$ cat config.mk
export PLATFORM = sky130hd
export DESIGN_NAME = dominance_count_ranker
export DESIGN_NICKNAME = d
export VERILOG_FILES = /design/src/rtl/dcr_pkg.sv /design/src/rtl/dominance_count_ranker.sv
export SDC_FILE = /design/constraint.sdc
export NUM_CORES = 2
export LEC_CHECK = 0
export BUFFER_PORTS_ARGS = -buffer_cell sky130_fd_sc_hd__buf_2
export CAP_MARGIN = 10
export CORE_ASPECT_RATIO = 0.7
export CORE_MARGIN = 10
export CORE_UTILIZATION = 63
export CTS_CLUSTER_DIAMETER = 50
export DETAILED_ROUTE_END_ITERATION = 8
export GPL_ROUTABILITY_DRIVEN = 0
export GPL_TIMING_DRIVEN = 1
export HOLD_SLACK_MARGIN = 0.06
export PLACE_DENSITY = 0.88
export SETUP_SLACK_MARGIN = 0.5
export SLEW_MARGIN = 20
export SYNTH_ARGS = -nofsm -noshare
export SYNTH_HDL_FRONTEND = slang
export SYNTH_SLANG_ARGS = --single-unit
$ cat constraint.sdc
create_clock -name i_clk -period 12.1 [get_ports i_clk]
set_input_delay 2.42 -clock i_clk [delete_from_list [all_inputs] [get_ports i_clk]]
set_output_delay 2.42 -clock i_clk [all_outputs]
set_load 0.02 [all_outputs]
$ cat src/rtl/dcr_pkg.sv
// Shared constants and types for the dominance count ranker.
`default_nettype none
package dcr_pkg;
    localparam int MaxCand = 16;
    localparam int IdxW = $clog2(MaxCand);
    localparam int CntW = $clog2(MaxCand + 1);
    localparam int PtsW = $clog2(2 * MaxCand + 1);
    localparam int InW = 72;
    localparam int OutW = 16;
    localparam logic [PtsW-1:0] PtsSat = PtsW'(31);
    typedef struct packed {
        logic signed [31:0] gain;
        logic               gain_ok;
        logic signed [31:0] loss;
        logic               loss_ok;
    } t_cand;
endpackage
`default_nettype wire

$ cat src/rtl/dominance_count_ranker.sv
// Top level of the dominance count ranker: load, score, sort and emit.
// An item without tlast is stored, one item a cycle while loading.
// An item with tlast starts ranking of the N held candidates: scoring
// (N reads, each accumulated, and one save per candidate), an exchange sort,
// then N results, one a cycle while the receiver is ready. Input is held off from the
// tlast transaction until the last result is registered. Reset clears control state only.
`default_nettype none
module dominance_count_ranker (
    input  wire logic                    i_clk,
    input  wire logic                    i_rst_n,
    input  wire logic                    s_axis_tvalid,
    output logic                         s_axis_tready,
    // gain[31:0], gain_valid[32], loss[64:33], loss_valid[65], zeros[71:66]
    input  wire logic [dcr_pkg::InW-1:0] s_axis_tdata,
    input  wire logic                    s_axis_tlast,
    output logic                         m_axis_tvalid,
    input  wire logic                    m_axis_tready,
    // candidate[3:0], score_points[8:4], zeros[15:9]
    output logic [dcr_pkg::OutW-1:0]     m_axis_tdata,
    output logic                         m_axis_tlast
);
    import dcr_pkg::*;

    typedef enum logic [2:0] {S_LOAD, S_SCORE, S_SAVE, S_SORT, S_EMIT} t_state;

    t_state              r_state;
    logic [CntW-1:0]     r_count;
    logic [IdxW-1:0]     r_i, r_j, r_k;
    logic                r_rd_vld;
    logic                r_rd_last;
    logic [PtsW:0]       r_acc;
    t_cand               r_self;
    t_cand               r_rd;
    t_cand               cand_mem [MaxCand];
    logic [PtsW-1:0]     pts_mem [MaxCand];
    logic [IdxW-1:0]     ord_mem [MaxCand];
    logic                r_out_vld;
    logic [IdxW-1:0]     r_out_cand;
    logic [PtsW-1:0]     r_out_pts;
    logic                r_out_last;

    t_cand               in_cand;
    logic [IdxW-1:0]     last_idx;
    logic                in_acc;
    logic [1:0]          hit;
    logic [PtsW:0]       sum;
    logic [PtsW-1:0]     sat;

    assign in_cand = t_cand'{gain: s_axis_tdata[31:0], gain_ok: s_axis_tdata[32],
                             loss: s_axis_tdata[64:33], loss_ok: s_axis_tdata[65]};
    assign s_axis_tready = (r_state == S_LOAD);
    assign in_acc = s_axis_tvalid && s_axis_tready;
    assign last_idx = IdxW'(r_count - CntW'(1));

    always_comb begin
        hit[0] = r_rd.gain_ok && (r_self.gain > r_rd.gain);
        hit[1] = r_rd.loss_ok && (r_self.loss < r_rd.loss);
        sum = r_acc + (PtsW+1)'(hit[0]) + (PtsW+1)'(hit[1]);
        if (!(r_self.gain_ok && r_self.loss_ok)) sum = '0;
        sat = (r_acc > (PtsW+1)'(PtsSat)) ? PtsSat : r_acc[PtsW-1:0];
    end

    // candidate memory: one write, two registered reads (self and compared entry)
    always_ff @(posedge i_clk) begin
        if (in_acc && r_count < CntW'(MaxCand)) begin
            cand_mem[r_count[IdxW-1:0]] <= in_cand;
        end
        if (r_state == S_SCORE && r_j == '0 && !r_rd_vld) begin
            r_self <= cand_mem[r_i];
        end
        r_rd <= cand_mem[r_j];
    end

    // control state machine; sort state as small register arrays (points, order), swept in place
    always_ff @(posedge i_clk) begin
        if (!i_rst_n) begin
            r_state   <= S_LOAD;
            r_count   <= '0;
            r_i       <= '0;
            r_j       <= '0;
            r_k       <= '0;
            r_rd_vld  <= 1'b0;
            r_rd_last <= 1'b0;
            r_acc     <= '0;
            r_out_vld <= 1'b0;
        end else begin
            if (r_state == S_EMIT && (!r_out_vld || m_axis_tready)) r_out_vld <= 1'b1;
            else if (m_axis_tready) r_out_vld <= 1'b0;
            case (r_state)
                S_LOAD: begin
                    if (in_acc) begin
                        if (r_count < CntW'(MaxCand)) r_count <= r_count + CntW'(1);
                        if (s_axis_tlast) begin
                            r_i <= '0;
                            r_j <= '0;
                            r_acc <= '0;
                            r_rd_vld <= 1'b0;
                            r_state <= S_SCORE;
                        end
                    end
                end
                S_SCORE: begin
                    // issue reads of j, accumulate returned entries
                    r_rd_vld  <= !(r_rd_vld && r_rd_last);
                    r_rd_last <= (r_j == last_idx);
                    if (r_j != last_idx) r_j <= r_j + IdxW'(1);
                    if (r_rd_vld) begin
                        r_acc <= sum;
                        if (r_rd_last) begin
                            r_state <= S_SAVE;
                        end
                    end
                end
                S_SAVE: begin
                    pts_mem[r_i] <= sat;
                    ord_mem[r_i] <= r_i;
                    r_acc <= '0;
                    r_rd_last <= 1'b0;
                    if (r_i == last_idx) begin
                        r_i <= '0;
                        r_j <= IdxW'(1);
                        r_state <= (r_count == CntW'(1)) ? S_EMIT : S_SORT;
                        r_k <= '0;
                    end else begin
                        r_i <= r_i + IdxW'(1);
                        r_j <= '0;
                        r_state <= S_SCORE;
                    end
                end
                S_SORT: begin
                    if (pts_mem[r_j] > pts_mem[r_i]) begin
                        pts_mem[r_i] <= pts_mem[r_j];
                        pts_mem[r_j] <= pts_mem[r_i];
                        ord_mem[r_i] <= ord_mem[r_j];
                        ord_mem[r_j] <= ord_mem[r_i];
                    end
                    if (r_j == last_idx) begin
                        if (r_i + IdxW'(2) > last_idx || r_i + IdxW'(1) == last_idx) begin
                            r_state <= S_EMIT;
                            r_k <= '0;
                        end else begin
                            r_i <= r_i + IdxW'(1);
                            r_j <= r_i + IdxW'(2);
                        end
                    end else begin
                        r_j <= r_j + IdxW'(1);
                    end
                end
                S_EMIT: begin
                    if (!r_out_vld || m_axis_tready) begin
                        r_out_cand <= ord_mem[r_k];
                        r_out_pts  <= pts_mem[r_k];
                        r_out_last <= (r_k == last_idx);
                        if (r_k == last_idx) begin
                            r_count <= '0;
                            r_state <= S_LOAD;
                        end else begin
                            r_k <= r_k + IdxW'(1);
                        end
                    end
                end
                default: r_state <= S_LOAD;
            endcase
        end
    end

    assign m_axis_tvalid = r_out_vld;
    assign m_axis_tdata  = {7'd0, 5'(r_out_pts), 4'(r_out_cand)};
    assign m_axis_tlast  = r_out_last;

`ifndef SYNTHESIS
    a_cnt_max: assert property (@(posedge i_clk) disable iff (!i_rst_n)
        r_count <= CntW'(MaxCand)) else $error("count overflow");
    a_no_in_busy: assert property (@(posedge i_clk) disable iff (!i_rst_n)
        r_state != S_LOAD |-> !s_axis_tready) else $error("ready while busy");
    a_emit_nonempty: assert property (@(posedge i_clk) disable iff (!i_rst_n)
        r_state == S_EMIT |-> r_count != '0) else $error("empty emit");
`endif
endmodule
`default_nettype wire

==> impl_summary.log <==
INFO  metric outcome = finished clean
INFO  metric source_to_sink_clock_delay_at_the_later_pin_of_the_worst_skew_pair = 0.77 ns
INFO  metric ys_seq_area_share = ~62%
INFO  metric share_of_final_layout_standard_cells_stronger_than_drive_strength_1 = between 30 and 40%
INFO  metric synth.yosys.warnings = 0
INFO  metric final.hold.worst_slack = around 0.58 ns
INFO  metric post_route_clock_period_utilization = about half
INFO  metric path_clk_slew = 0.07 ns
INFO  metric iteration_count_of_the_initial_detailed_routing_pass = 5
INFO  metric die_area = 0.118 mm²
INFO  metric grtUsageTotal = between 20 and 30%
INFO  metric period_minus_slack = 6.00 ns
INFO  metric power_per_cell_area = ~140 mW/mm²
INFO  metric avg_inst_size_synth = about 21 µm²
INFO  metric cts_buffers = 130
INFO  metric worst_setup_path_end_kind = register
INFO  metric fmax = roughly 170 MHz
INFO  metric max_cap_viol_count = 0
INFO  metric clock_skew = roughly 0.036 ns
INFO  metric max-slew-margin-rel = 20.9%
INFO  metric worst_path_arrival = around 6.4 ns
INFO  metric ctsRootBufferMaster = clkbuf_16
INFO  metric crit_path_max_incr_delay = a little over 0.9 ns
INFO  metric syn-cell-area = between 0.06 and 0.07 mm²
INFO  metric vertical_extent_of_the_die = slightly below 300 µm
INFO  metric p_leak = 21.9 nW
INFO  metric worst_slew_pin_slew = approximately 1.2 ns
INFO  metric final_max_slew_viol_count = 0
INFO  metric fp.dieW = 406 µm
INFO  metric num-fill-cells = 5,961
INFO  metric io_pins = 96
INFO  metric rows = 99
INFO  metric syn_to_final_growth = 9.36%
INFO  metric setup_viol = 0
INFO  metric grt_pass1_wl = between 200 and 300 mm
INFO  metric worst_hold_path_type = reg -> reg
INFO  metric detailedPlacementHpwl = between 90 and 100 mm
INFO  metric ant_nets = 0
INFO  metric crit_path_cell_trace = buf_4 > mux4_2 > mux2_2 > o21ai_2 > inv_1 > ha_1 > nand2b_1 > a21oi_1 > a211oi_1 > or2_2 > nor2_1 > and3_1 > a21o_1
INFO  metric setup_total_negative_slack = 0 ns
INFO  metric ys_ff_latch = 1,396
INFO  metric ctsHtreeMaxLevel = 4
INFO  metric post-route-drc-count = 0
INFO  metric io_buffers = just over 80
INFO  metric finalPower = 0.0102 W
INFO  metric unique_cell_type_count_in_the_yosys_netlist = 70
INFO  metric detailedPlace.worstSlack = between 6 and 7 ns
INFO  metric placeableCoreArea = 0.104 mm²
INFO  metric clkSinkCount = around 1,400
INFO  metric grt_start_max_net_pins = approximately 140
INFO  metric first_global_vias = ~37,000
INFO  metric critical_path.max_fanout = 40
INFO  metric tritoncts = done
INFO  metric critical_path.startpoint_type = register
INFO  metric critical_path_required = about 12 ns
INFO  metric detail_route.wl_per_cell = approximately 37 µm
INFO  metric grt_setup_unrepaired = false
INFO  metric edff_count_synth = around 1,300
INFO  metric drt_wl_total = 172 mm
INFO  metric hold_viol_final = 0
INFO  metric globalRoute.totalOverflow = 0
INFO  metric dr.first_iter.drc_count = 5,334
INFO  metric effective_utilization_at_floorplan = between 60% and 70%
INFO  metric post_cts_resize_count = 0
INFO  metric postCtsSetupBuffers = 0
INFO  metric post_synth_inst_count = between 3,000 and 4,000
INFO  metric vdd_drop_max = 177 µV
INFO  metric synth-async-reset-ratio = 0%
INFO  metric viasPerCell = 7.60
INFO  metric hold_buffers = 0
INFO  metric primary_flip_flop_cell_chosen_by_synthesis_mapping = edfxtp_1
INFO  metric grt_antenna_before_repair = 19
INFO  metric crit_slowest_cell = and3_1
INFO  metric cts-root-to-sink-buffers = 3
INFO  metric final.setup.worst_slack = 6.10 ns
INFO  metric detailroute.via_count = between 30,000 and 40,000
INFO  metric worst-setup-path-type = reg -> reg
INFO  metric finish.net_count = approximately 3,400
==> where the power goes <==
group          internal, W  leakage [nW]  switching (W)
registers          0.00535          12.3      0.0000448
clock network      0.00246          2.14        0.00183
logic             0.000217          7.42       0.000285
total              0.00803          21.9        0.00216
==> registers in the layout (all words and copies together), names as in the netlist, 5 cells and up, named ones only <==
| name | flops |
|---|---|
| cand_mem | 1056 |
| pts_mem | 96 |
| r_rd | 66 |
| r_self | 66 |
| ord_mem | 64 |
| r_acc | 7 |
| r_count | 5 |
| r_out_pts | 5 |
==> cells in the final DEF (no fill, tap or decap), types with 17 or more instances in the layout <==
master	count
ha_1	88
a21o_1	25
mux2i_1	108
o21ai_0	24
clkbuf_16	138
buf_4	59
edfxtp_1	1292
mux4_2	785
dfxtp_1	92
nand2_1	51
clkinv_2	20
a21oi_1	37
nand4_1	17
inv_1	84
nor2_1	36
clkbuf_1	31
buf_2	82
mux2_2	71
==> per-layer routing <==
metal	GRT usage (%)	routed length, µm	vias to the layer above
li1	-	-	13800
met5	0	33	-
met3	7.24	21100	526
met4	12.2	7200	6
met2	46.1	85400	2897
met1	38.9	58500	18500
==> cell type report <==
cell class                      instances  area [µm²]  area share, %
Inverter                               84         315          0.438
Multi-Input combinational cell       1458       23600           32.8
Tap cell                             1363        1710           2.37
Antenna cell                           16        40.0         0.0557
Clock inverter                         57         671          0.933
Timing Repair Buffer                  147         965           1.34
Clock buffer                          180        3720           5.17
Sequential cell                      1396       40900           56.9
==> cell usage after synthesis (6+ instances only) <==
library cell  number  area, µm²
nor2_1            48        180
or4_1              8       60.1
ha_1              88       1100
and3_1            11       68.8
a21o_1            25        188
mux4_2           785      17700
mux2_2            71        800
nand2b_1          10       62.6
o21ai_0           25        125
buf_2             46        230
o211ai_1           8       60.1
buf_4             19        143
inv_1             84        315
nand2_1           51        191
dfxtp_1          104       2080
nand4_1           17        106
a21oi_1           37        185
clkbuf_1         123        462
edfxtp_1        1292      38800
mux2i_1          108       1080
mux4_1            13        342
xnor2_1            7       61.3
nand3_1           16       80.1
xor2_1            10       87.6
o21ai_2            7       61.3
nor2b_1           11       68.8
buf_6              7       78.8
nor3_1            10       50.1
a31oi_1            6       37.5
buf_1             47        176
==> path summary, 6_finish.rpt <==
check	start	to	slack, ns	depth (start not counted)
hold reg to reg	r_i[2]	r_i[2]	0.58	1
setup / recovery	register	pts_mem[5][1]	6.10	13
hold / removal	r_i[2]	r_i[2]	0.58	1
setup reg to reg	register	pts_mem[5][1]	6.10	13
==> critical path: cells and delay by family (launching register included) <==
| family | cells | cell delay (ns) |
|---|---|---|
| AND/OR/NAND/NOR | 4 | 1.85 |
| buffers and inverters | 2 | 0.76 |
| multiplexers | 2 | 0.91 |
| adder cells (fa/ha/maj) | 1 | 0.22 |
| flip-flops | 1 | 0.31 |
| AO/OA/AOI/OAI | 4 | 1.51 |
==> cells by family (layout without fill, tap and decap cells) <==
kind of cell / Yosys count / in the layout / share of synthesized area [%]
other cells: 1 / 23 / 0.00570
xor+xnor: 21 / 21 / 0.356
fa+ha+maj: 89 / 89 / 1.70
buf+inv: 329 / 468 / 2.21
mux: 978 / 978 / 30.3
simple gates: 218 / 218 / 1.74
compound gates: 145 / 145 / 1.52
flops: 1396 / 1396 / 62.2
==> per-stage QoR <==
step	instances	util [%]	instance area, µm²
after global routing	4697	69.2	71900
after floorplan	3183	-	65800
after CTS	4684	69.1	71800
after global placement	4447	64.9	67500
after detailed placement	4447	64.9	67500
final	4701	69.2	71900
Power figures use the tool's default switching activity.
